$ cat src/design/fmms_pkg.sv
package fmms_pkg;

    localparam int PIXEL_W = 16;
    localparam int GRAY_W = 8;
    localparam int INDEX_W = 15;
    localparam int MAX_PIXELS_DEF = 32768;

    // The numerator is diff * 255, which fits in pixel width plus gray width.
    localparam int NUM_W = PIXEL_W + GRAY_W;
    // The span max - min + 1 can reach 65536, one bit wider than a pixel.
    localparam int SPAN_W = PIXEL_W + 1;

    localparam logic [PIXEL_W-1:0] PIXEL_MAX = 16'hFFFF;
    localparam logic [GRAY_W-1:0] GRAY_MAX = 8'hFF;

    localparam logic KIND_LOAD = 1'b0;
    localparam logic KIND_READ = 1'b1;

    typedef struct packed {
        logic              start;
        logic [NUM_W-1:0]  num;
        logic [SPAN_W-1:0] span;
    } t_div_req;

    typedef struct packed {
        logic              done;
        logic [GRAY_W-1:0] quot;
        logic [SPAN_W-1:0] rem;
    } t_div_res;

endpackage

$ cat src/design/fmms_divider.sv
module fmms_divider (
    input  logic               i_clk,
    input  logic               i_rst_n,
    input  fmms_pkg::t_div_req i_req,
    output fmms_pkg::t_div_res o_res
);
    import fmms_pkg::*;

    localparam int CNT_W = $clog2(NUM_W);

    logic              r_busy;
    logic              r_done;
    logic [CNT_W-1:0]  r_cnt;
    logic [NUM_W-1:0]  r_num;
    logic [SPAN_W-1:0] r_span;
    logic [SPAN_W-1:0] r_rem;
    logic [GRAY_W-1:0] r_quot;

    logic [SPAN_W:0]   trial;
    logic [SPAN_W:0]   trial_sub;
    logic              ge;
    logic [SPAN_W-1:0] n_rem;

    // Restoring division: one numerator bit enters the partial remainder per cycle.
    always_comb begin
        trial     = {r_rem, r_num[NUM_W-1]};
        trial_sub = trial - {1'b0, r_span};
        ge        = (trial >= {1'b0, r_span});
        n_rem     = ge ? trial_sub[SPAN_W-1:0] : trial[SPAN_W-1:0];
    end

    always_ff @(posedge i_clk) begin
        if (!i_rst_n) begin
            r_busy <= 1'b0;
            r_done <= 1'b0;
            r_cnt  <= '0;
        end else begin
            r_done <= r_busy && (r_cnt == '0);
            if (i_req.start) begin
                r_busy <= 1'b1;
                r_cnt  <= CNT_W'(NUM_W - 1);
            end else if (r_busy) begin
                r_cnt <= r_cnt - CNT_W'(1);
                if (r_cnt == '0) begin
                    r_busy <= 1'b0;
                end
            end
        end
    end

    // The quotient never exceeds eight bits since diff stays below the span.
    always_ff @(posedge i_clk) begin
        if (i_req.start) begin
            r_num  <= i_req.num;
            r_span <= i_req.span;
            r_rem  <= '0;
            r_quot <= '0;
        end else if (r_busy) begin
            r_num  <= {r_num[NUM_W-2:0], 1'b0};
            r_rem  <= n_rem;
            r_quot <= {r_quot[GRAY_W-2:0], ge};
        end
    end

    assign o_res.done = r_done;
    assign o_res.quot = r_quot;
    assign o_res.rem  = r_rem;

endmodule

$ cat config.mk
export PLATFORM = sky130hd
export DESIGN_NAME = fmms_divider
export DESIGN_NICKNAME = d
export VERILOG_FILES = /design/src/design/fmms_pkg.sv /design/src/design/fmms_divider.sv
export SDC_FILE = /design/constraint.sdc
export NUM_CORES = 1
export LEC_CHECK = 0
export BUFFER_PORTS_ARGS = -buffer_cell sky130_fd_sc_hd__buf_2
export CAP_MARGIN = 20
export CORE_ASPECT_RATIO = 0.5
export CORE_MARGIN = 2
export CORE_UTILIZATION = 62
export CTS_BUF_LIST = sky130_fd_sc_hd__clkbuf_4
export DETAILED_ROUTE_END_ITERATION = 16
export PLACE_DENSITY_LB_ADDON = 0.25
export SLEW_MARGIN = 40
export SYNTH_ARGS = -nofsm -noshare
export SYNTH_HDL_FRONTEND = slang
export SYNTH_SLANG_ARGS = --single-unit
$ cat constraint.sdc
create_clock -name i_clk -period 6.5 [get_ports i_clk]
set_input_delay 0.975 -clock i_clk [delete_from_list [all_inputs] [get_ports i_clk]]
set_output_delay 0.975 -clock i_clk [all_outputs]
set_load 0.05 [all_outputs]
==> results of run 1 <==
routing by layer:
layer	up-vias	wire length (µm)	global-route usage (%)
li1	1519	-	-
met1	1429	3788	33.44
met2	127	3792	40.20
met3	17	708	8.519
met4	0	141	8.908
met5	-	0	0
cells in the final DEF, fill, tap and decap left out, types with 3 or more instances in the layout:
| cell type | netlist | layout |
|---|---|---|
| dfxtp_1 | 32 | 32 |
| mux2i_1 | 7 | 7 |
| nor3_1 | 6 | 6 |
| a31oi_1 | 7 | 7 |
| nand2_1 | 17 | 16 |
| buf_2 | 4 | 69 |
| a21o_1 | 4 | 4 |
| xor2_1 | 4 | 4 |
| a21boi_0 | 4 | 4 |
| nor2_1 | 32 | 32 |
| o21ai_0 | 18 | 18 |
| buf_4 | 1 | 3 |
| nor2b_1 | 3 | 3 |
| a211oi_1 | 8 | 8 |
| inv_1 | 25 | 25 |
| clkbuf_4 | 0 | 9 |
| ha_1 | 19 | 19 |
| xnor2_1 | 11 | 11 |
| a21oi_1 | 14 | 14 |
| inv_6 | 0 | 3 |
| edfxtp_1 | 41 | 41 |
| nand4_1 | 3 | 3 |
| nand3_1 | 14 | 14 |
| o31ai_1 | 4 | 4 |
| mux2_2 | 23 | 23 |
| a311oi_1 | 8 | 8 |
| and3_1 | 7 | 7 |
cell type report:
class / count / share of cell area, %
clock buffers: 9 / 1.513
well taps: 88 / 2.466
multi-input cells: 255 / 41.97
clock inverters: 7 / 1.709
repair buffers: 72 / 8.238
flip-flops and latches: 73 / 41.92
inverters: 26 / 2.185
critical path, stage by stage (launching register included):
cell and delay (ps):
edfxtp_1 380, inv_1 80, ha_1 160, inv_1 50
fa_1 430, a21oi_2 250, o2111ai_2 190, and4b_4 270
o21bai_2 570, a211oi_1 160, a2111oi_0 380
cells by family after synthesis:
| family | count (synthesis) | share of synthesized area [%] |
|---|---|---|
| multiplexers | 30 | 8.368 |
| flip-flops | 73 | 47.60 |
| AO/OA/AOI/OAI | 93 | 17.02 |
| adder cells (fa/ha/maj) | 20 | 6.554 |
| XOR/XNOR | 15 | 3.341 |
| buffers and inverters | 46 | 4.804 |
| AND/OR/NAND/NOR | 97 | 12.31 |
power by group:
part / switching, mW / internal, mW / total [mW] / leakage (nW)
registers: 0.0229 / 0.532 / 0.555 / 0.671
clock network: 0.179 / 0.121 / 0.300 / 0.0776
logic: 0.190 / 0.115 / 0.305 / 1.15
synthesized netlist by cell type, drive strengths merged, types with 2 or more instances:
cell type   n
a2111oi     2
a211o       2
a211oi      8
a21boi      4
a21o        4
a21oi      16
a311oi      8
a31o        2
a31oi       7
and3        7
and4b       2
buf        11
clkbuf      9
dfxtp      32
edfxtp     41
ha         19
inv        25
mux2       23
mux2i       7
nand2      17
nand2b      2
nand3      14
nand4       3
nor2       32
nor2b       3
nor3        6
o211ai      3
o21a        2
o21ai      18
o21ba       2
o21bai      2
o22ai       2
o31ai       4
o41ai       2
or4         2
xnor2      11
xor2        4
sequential cells by signal, indices dropped and copies added (netlist names):
| signal | cells |
|---|---|
| r_num | 24 |
| r_rem | 17 |
| r_span | 17 |
| r_quot | 8 |
| r_cnt | 5 |
| r_busy | 1 |
| r_done | 1 |
worst min-delay path by stage:
stage / to / slack [ps] / depth (start not counted)
6_report: r_rem[5]$_SDFFE_PP0P_ / 530 / 2
2_1_floorplan: r_done$_SDFF_PN0_ / 520 / 2
4_1_cts: r_quot[0]$_SDFFE_PP0P_ / 520 / 2
3_3_place_gp: r_quot[7]$_SDFFE_PP0P_ / 470 / 2
3_5_place_dp: r_quot[0]$_SDFFE_PP0P_ / 510 / 2
5_1_grt: r_rem[16]$_SDFFE_PP0P_ / 560 / 2
stage by stage:
stage,total power [mW],cell area (µm²),hold WS [ps]
after CTS,1.161,4466,524.7
final,1.159,4466,529.4
after global routing,1.213,4466,557.7
after detailed placement,0.8647,4322,505.6
after floorplan,0.7885,3933,519.2
after global placement,0.8538,4319,473.4
==> parameters.txt, run 1 <==
Parameter                              Value

Outcome
  Result of the run    finished, final reports clean

Route
  Wire length per cell    15.91 µm
  Antenna Nets Post-Route    0
  Routed wire length    8430 µm
  Number of vias after detailed routing    between 3000 and 4000
  DRT iter0 DRCs    224
  Number of remaining DRC errors    0
  Drt first pass iters    5
  Number of vias per cell after detailed routing    about 5.8

Final layout
  Utilization after layout    73.14%
  Fill cell total of the finished layout    roughly 470
  Ratio of cells with drive above 1 in the final layout    28.28%
  Reg area    about 1900 µm²
  Multi-input gate area    1874 µm²
  Diodes inserted    0
  Layout overhead on the synthesized area    13.55%
  Final net count    501
  Non-Filler Instances    between 500 and 600

Timing
  Relative slew slack    approximately half
  RSZ-0062 raised after global routing    no
  Upper clock frequency limit    between 0.3 and 0.4 GHz
  Worst Skew    22.95 ps
  Fraction of the cycle the final worst path needs    between 40% and 50%
  Final number of setup-violating endpoints    0
  Number of max-slew violations in the final report    0
  Actual transition at the worst max-transition pin    between 700 and 800 ps
  Final worst path period need    3035 ps
  Least setup slack across all paths after layout    3465 ps
  Sum of negative setup slack    0 ps
  Final hold violation count    0

Critical path
  Data required, critical path    6820 ps
  Launch point of the worst path    r_num[23]$_DFFE_PP_
  Peak fanout along the critical path    14
  WP data arrival    between 3000 and 4000 ps
  Worst setup path class    flop to flop
  Capturing point of the worst reg2reg path    r_rem[3]$_SDFFE_PP0P_
  CP startpoint kind    flop
  Reg2Reg Depth    10
  Worst Setup EP    r_rem[3]$_SDFFE_PP0P_
  Reg2Reg Launch Point    r_num[23]$_DFFE_PP_
  Critical path endpoint category    flop
  R2r setup slk    around 3500 ps

Hold path
  Hold path startpoint    r_rem[5]$_SDFFE_PP0P_
  Worst min-delay path class    flop to flop

Die
  Starting density of the core    64.41%
  Area of the die    7035 µm²
  Site row count    20
  Die Ht    60.32 µm
  Die X-Extent    about 120 µm
  Top Ports    70
  Core box area    6106 µm²

Global route
  Pin count of the biggest net entering global routing    65
  Wire length of the first global-routing pass    13430 µm
  GRT overflow    0
  All-Layer GR Usage    25.42%
  Number of antenna violations at the first check in global routing    0
  Vias in the first global route    approximately 2800

Synthesis
  EDFF count, synth    41
  Post-synthesis cell count    374
  Synthesis warning total    0
  Post-synthesis register bit count    73
  Fraction of synthesized cell area taken by the top area cell type    31.31%
  Average instance area after synthesis    around 11 µm²
  Share of flip-flops with an asynchronous set or reset after synthesis    0%
  Synth area leader    edfxtp_1
  Post-synth net total    438
  Count of different cell masters after synthesis    62
  Cell types occupying the most area after synthesis    edfxtp_1, dfxtp_1, mux2_2
  Mapped Area    between 3000 and 4000 µm²
  Portion of the post-synthesis area used by sequential elements    47.60%
  Dominant register cell in the synthesized netlist    edfxtp_1

Power and ir drop
  Maximum ir drop on the vdd rail    about 0.16 mV
  Leak    between 1.5 and 2 nW
  Areal power density over the cells    259.6 nW/µm²

CTS
  Clock tree from TritonCTS    yes
  Root Buffer    clkbuf_4
  CTS Buffer Depth    2
  Resized cells post-CTS    0
  Maximum level of the CTS H-tree    3
  Clock slew at reported path FFs    ~130 ps
  Clock net sink count    73
  Total CTS buffers    9
  Clock latency at the later pin of the worst-skew pair    450 ps
  Number of buffers added for setup after CTS    0
  Cts-stage hold buffer count    0

Place
  Count of input and output buffers    69
  DPL Wire Length    6000 µm
  Dpl ws    3505 ps
  Weighted congestion reported at the end of routability-driven placement    between 0.8 and 0.9
  Total instance count after detailed placement    slightly above 500

Flow run
  Number of max-cap violations    0
Note: power is estimated with default switching activity, not from simulation.
==> run 2, diff against run 1 <==
CORE_UTILIZATION = 52   (was 62)
clock period = 2.5 ns   (was 6.5 ns; I/O delays follow)
==> run 2 against run 1 <==
Clock-buffer cell count stayed put; routed wire length is 5.1% higher; clock skew is 10 ps lower; combinational power rose to 2.9 times the previous value; hold slack worse by 430 ps; worst setup slack worse by 3400 ps; global-route usage down 3.3 points; sequential cell count did not move; sequential share of layout area fell by 2.4 points.
==> parameters.txt, run 2 (same netlist as run 1, synthesis figures left out) <==
Parameter                              Value

Outcome
  Result of the run    finished, final reports clean

Final layout
  Final net count    ~520
  Fill cell total of the finished layout    602
  Multi-input gate area    1967 µm²
  Reg area    1877 µm²
  Largest register FFs    24
  Largest registers    r_num (24), r_rem (17), r_span (17)
  Layout overhead on the synthesized area    20.84%
  Ratio of cells with drive above 1 in the final layout    between 30% and 40%
  Non-Filler Instances    560
  Leading cell type in the layout, fill and taps excluded    buf_2
  Most flops, register    r_num
  Diodes inserted    0
  Leading cell types in the layout, fill and taps excluded    buf_2, edfxtp_1, nor2_1

CTS
  Clock net sink count    73
  Maximum level of the CTS H-tree    3
  Clock slew at reported path FFs    between 100 and 150 ps
  CTS Buffer Depth    2
  Clock tree from TritonCTS    yes
  Clock latency at the later pin of the worst-skew pair    440 ps
  Root Buffer    clkbuf_4
  Total CTS buffers    9

Critical path
  Critical path buffer and inverter count    2
  Most common cell type on the critical path    inv_2
  Sequence of cells on the critical path    inv_2, ha_4, inv_2, fa_2, a21oi_4, o2111ai_2, and4b_4, o21ba_4, or4_1, o311ai_1
  Reg2Reg Depth    10
  WP data arrival    2810 ps
  Peak fanout along the critical path    5
  Data required, critical path    2860 ps
  Reg2Reg Launch Point    r_num[23]$_DFFE_PP_
  Kind of cell with the highest combined delay on the critical path    compound AO/OA/AOI/OAI gates
  CP startpoint kind    flop
  Worst setup path class    flop to flop
  Critical path endpoint category    flop
  R2r setup slk    ~47 ps
  Capturing point of the worst reg2reg path    r_rem[2]$_SDFFE_PP0P_
  Slowest Stage Delay on Critical Path    about 400 ps
  Master of the slowest instance on the critical path    edfxtp_1

Route
  Wire length per cell    around 16 µm
  Number of vias after detailed routing    3218
  Drt first pass iters    4
  Routed wire length    8863 µm
  DRT iter0 DRCs    between 200 and 250
  Number of vias per cell after detailed routing    ~5.7
  Number of remaining DRC errors    0
  Antenna Nets Post-Route    0

Global route
  Wire length of the first global-routing pass    14320 µm
  Number of antenna violations at the first check in global routing    0
  Vias in the first global route    2943
  Pin count of the biggest net entering global routing    47
  All-Layer GR Usage    between 20% and 30%
  GRT overflow    0

Die
  Die X-Extent    127.0 µm
  Top Ports    70
  Core box area    7322 µm²
  Site row count    22
  Die Ht    65.49 µm
  Starting density of the core    a little over half
  Area of the die    8316 µm²

Hold path
  Endpoint with the worst hold slack    r_span[15]$_DFFE_PP_
  Depth of the worst hold-timing path    1
  Worst min-delay path class    input pin to flop
  Hold path startpoint    i_req[15]

Timing
  Fraction of the cycle the final worst path needs    98.12%
  Worst Skew    12.61 ps
  Final worst path period need    2453 ps
  Final hold violation count    0
  Upper clock frequency limit    0.4077 GHz
  Number of max-slew violations in the final report    0
  Relative slew slack    about two thirds
  Actual transition at the worst max-transition pin    between 400 and 500 ps
  RSZ-0062 raised after global routing    yes
  Final number of setup-violating endpoints    0

Power and ir drop
  Areal power density over the cells    654.2 nW/µm²
  Final total power    3.109 mW
  Leak    around 2 nW
  Maximum ir drop on the vdd rail    0.3616 mV

Flow run
  Number of max-cap violations    0

Place
  Total instance count after detailed placement    between 500 and 600
  DPL Wire Length    6298 µm
  Count of input and output buffers    69
  Weighted congestion reported at the end of routability-driven placement    0.9348
==> run 2: metal layers <==
metal	up-vias	part of all wire, %	global-route usage, %
met2	122	45	33.67
li1	1565	-	-
met5	-	0	0
met4	0	1.4	7.143
met1	1518	46	29.58
met3	13	7.4	8.225
==> run 2: where the power goes <==
| part | leakage (nW) | switching, mW | internal (mW) |
|---|---|---|---|
| registers | 0.672 | 0.0618 | 1.38 |
| logic | 1.26 | 0.525 | 0.361 |
| clock network | 0.0761 | 0.463 | 0.315 |
==> run 2: what timing repair did <==
| action | CTS | global route |
|---|---|---|
| pin swaps | 0 | 18 |
| setup endpoints to repair | 1 | 17 |
| setup buffers | 0 | 8 |
| resized for setup | 1 | 24 |
| hold buffers | 0 | 0 |
==> run 2: final cells by class <==
type / count / area share (%)
inverters: 26 / 2.054
repair buffers: 94 / 11.45
well taps: 96 / 2.528
clock buffers: 9 / 1.422
clock inverters: 7 / 1.659
multi-input cells: 255 / 41.39
flip-flops and latches: 73 / 39.49
==> run 2: metrics by stage <==
stage                     hold slack, ps  setup WS [ps]  cell area [µm²]  util [%]  setup TNS, ps
final                              97.32          47.09             4752     64.90              0
after floorplan                    473.9          14.52             3940         -              0
after detailed placement           496.3         -1.530             4442     60.66         -1.530
after global placement             470.2          87.75             4442     60.66              0
after CTS                          72.05          17.73             4596     62.76              0
after global routing               64.93         -92.02             4752     64.90         -782.3
==> run 2: worst max-delay path by stage <==
stage	start	end	cells past startpoint	slack, ps
3_3_place_gp	r_num[23]$_DFFE_PP_	r_rem[2]$_SDFFE_PP0P_	10	90
6_report	r_num[23]$_DFFE_PP_	r_rem[2]$_SDFFE_PP0P_	10	50
4_1_cts	r_num[23]$_DFFE_PP_	r_rem[2]$_SDFFE_PP0P_	10	20
3_5_place_dp	r_num[23]$_DFFE_PP_	r_rem[2]$_SDFFE_PP0P_	10	-2
5_1_grt	r_num[23]$_DFFE_PP_	r_rem[16]$_SDFFE_PP0P_	11	-90
2_1_floorplan	r_rem[14]$_SDFFE_PP0P_	r_rem[14]$_SDFFE_PP0P_	8	10
==> run 3, diff against run 2 <==
CORE_UTILIZATION = 35   (was 52)
==> run 3 against run 2 <==
Sequential cell count unchanged; clock-buffer cell count stayed put; routed wire length is 10% higher; global-route usage fell by 5.9 points; first-iteration DRC count fell by 5.5%; hold slack improved by 2.0 ps; register-to-register slack got worse by 30 ps; cell area is 3.0% higher; core utilization down 20 points; critical path depth is the same; via count increased by 1.1%; critical path type unchanged; total power increased by 1.4%.
==> parameters.txt, run 3 (same netlist as run 1, synthesis figures left out) <==
Parameter                              Value

Place
  Count of input and output buffers    just under 70
  Weighted congestion reported at the end of routability-driven placement    0.8454
  Placed inst area    4608 µm²
  DPL Wire Length    6889 µm
  Total instance count after detailed placement    599
  Dpl ws    roughly 27 ps

Power and ir drop
  Switching Share    34.14%
  Internal power consumption    2.076 mW
  Switching Power    1.076 mW
  Final total power    3.152 mW
  Clock group share of total power    24.5%
  Portion of total power attributed to combinational logic    29.9%
  Leak    ~2.1 nW
  Fraction of power consumed by sequential logic    45.6%
  Maximum ir drop on the vdd rail    0.2796 mV
  Areal power density over the cells    roughly 640 nW/µm²

Final layout
  Ratio of cells with drive above 1 in the final layout    around 37%
  Most flops, register    r_num
  Layout overhead on the synthesized area    24.50%
  Utilization after layout    44.59%
  Total non-filler cell area in the finished layout    about 5000 µm²
  Fill cell total of the finished layout    1033
  Leading cell type in the layout, fill and taps excluded    buf_2
  Non-Filler Instances    620
  Reg area    1877 µm²
  Final net count    534
  Largest registers    r_num (24), r_rem (17), r_span (17)
  Diodes inserted    0
  Largest register FFs    24
  Multi-input gate area    1979 µm²
  Leading cell types in the layout, fill and taps excluded    buf_2, edfxtp_1, buf_4

Critical path
  CP startpoint kind    flop
  Worst setup path class    flop to flop
  Data required, critical path    2840 ps
  WP data arrival    2830 ps
  Critical path endpoint category    flop
  Peak fanout along the critical path    6

Global route
  Number of antenna violations at the first check in global routing    0
  Pin count of the biggest net entering global routing    47
  Vias in the first global route    3012
  All-Layer GR Usage    16.27%
  GRT overflow    0
  Wire length of the first global-routing pass    15300 µm

Route
  Top metal layer carrying routed signals    met4
  DRT iter0 DRCs    between 200 and 250
  Number of remaining DRC errors    0
  Wire length per cell    15.75 µm
  Number of vias per cell after detailed routing    5.247
  Amount of wire on met3 after detailed routing    598 µm
  Antenna Nets Post-Route    0
  Routed met1 length    4704 µm
  Total length of routed met2 wires    4320 µm
  Drt first pass iters    4
  Number of vias after detailed routing    3253
  Routed wire length    9765 µm

CTS
  Clock tree from TritonCTS    yes
  Clock latency at the later pin of the worst-skew pair    roughly 440 ps
  Total CTS buffers    9
  Clock net sink count    73
  Root Buffer    clkbuf_4
  Clock slew at reported path FFs    approximately 140 ps
  Cts-stage hold buffer count    0
  Maximum level of the CTS H-tree    3
  CTS Buffer Depth    2

Die
  Site row count    27
  Die X-Extent    153.9 µm
  Die Ht    78.96 µm
  Top Ports    70
  Core box area    10980 µm²
  Area of the die    12150 µm²
  Starting density of the core    35.82%

Timing
  Final number of setup-violating endpoints    0
  Worst Skew    approximately 14 ps
  Sum of negative setup slack    0 ps
  Fraction of the cycle the final worst path needs    99.47%
  Relative slew slack    65.08%
  Least setup slack across all paths after layout    approximately 13 ps
  Smallest hold slack    99.31 ps
  Final worst path period need    around 2500 ps
  Number of max-slew violations in the final report    0
  Actual transition at the worst max-transition pin    522.2 ps
  Final hold violation count    0
  Upper clock frequency limit    just over 0.4 GHz
  RSZ-0062 raised after global routing    yes

Hold path
  Worst min-delay path class    input pin to flop

Flow run
  Number of max-cap violations    0

Outcome
  Result of the run    finished, final reports clean
## run 3: changes by cell type in the layout (fill, tap and decap cells not counted), sizes merged
cell / change
buf: +11
clkinv: -1
clkinvlp: +1
## run 3: layer usage
layer / vias up / GRT usage (%)
li1: 1587 / -
met1: 1566 / 22.05
met2: 87 / 25.32
met3: 13 / 4.967
met4: 0 / 4.579
met5: - / 0
## run 3: worst paths after layout
kind / startpoint / end / slack, ps / cells past startpoint
setup / recovery: r_num[23]$_DFFE_PP_ / r_rem[2]$_SDFFE_PP0P_ / 10 / 10
hold reg to reg: r_quot[7]$_SDFFE_PP0P_ / r_quot[7]$_SDFFE_PP0P_ / 510 / 2
setup reg to reg: r_num[23]$_DFFE_PP_ / r_rem[2]$_SDFFE_PP0P_ / 10 / 10
hold / removal: i_req[2] / r_span[2]$_DFFE_PP_ / 100 / 1
## run 3: power by group through the flow
stage / Combinational, mW / Sequential (mW) / Clock [mW]
2_1_floorplan: 0.499 / 1.55 / 0
3_3_place_gp: 0.873 / 1.46 / 0
3_5_place_dp: 0.874 / 1.46 / 0
4_1_cts: 0.886 / 1.44 / 0.802
5_1_grt: 1.02 / 1.45 / 0.852
6_report: 0.941 / 1.44 / 0.772
## run 3: final cells by class
type / instances / area share [%]
timing repair buffer: 105 / 12.60
inverter: 26 / 1.993
tap: 145 / 3.706
clock buffer: 9 / 1.380
multi-input combinational: 255 / 40.43
sequential: 73 / 38.33
clock inverter: 7 / 1.559
## run 3: critical path, stage by stage (launching register included)
cell,delay [ps]
edfxtp_1,400
inv_2,90
ha_4,130
inv_2,30
fa_2,380
a21oi_4,210
o2111ai_2,160
and4b_4,250
o21ba_4,220
or4_4,430
o311ai_4,90
## run 3: what timing repair did
item                       4_1_cts  5_1_grt
resized for setup                1       26
gates cloned                     0        1
buffers inserted                 0        4
setup endpoints to repair        1       14
pin swaps                        0       15
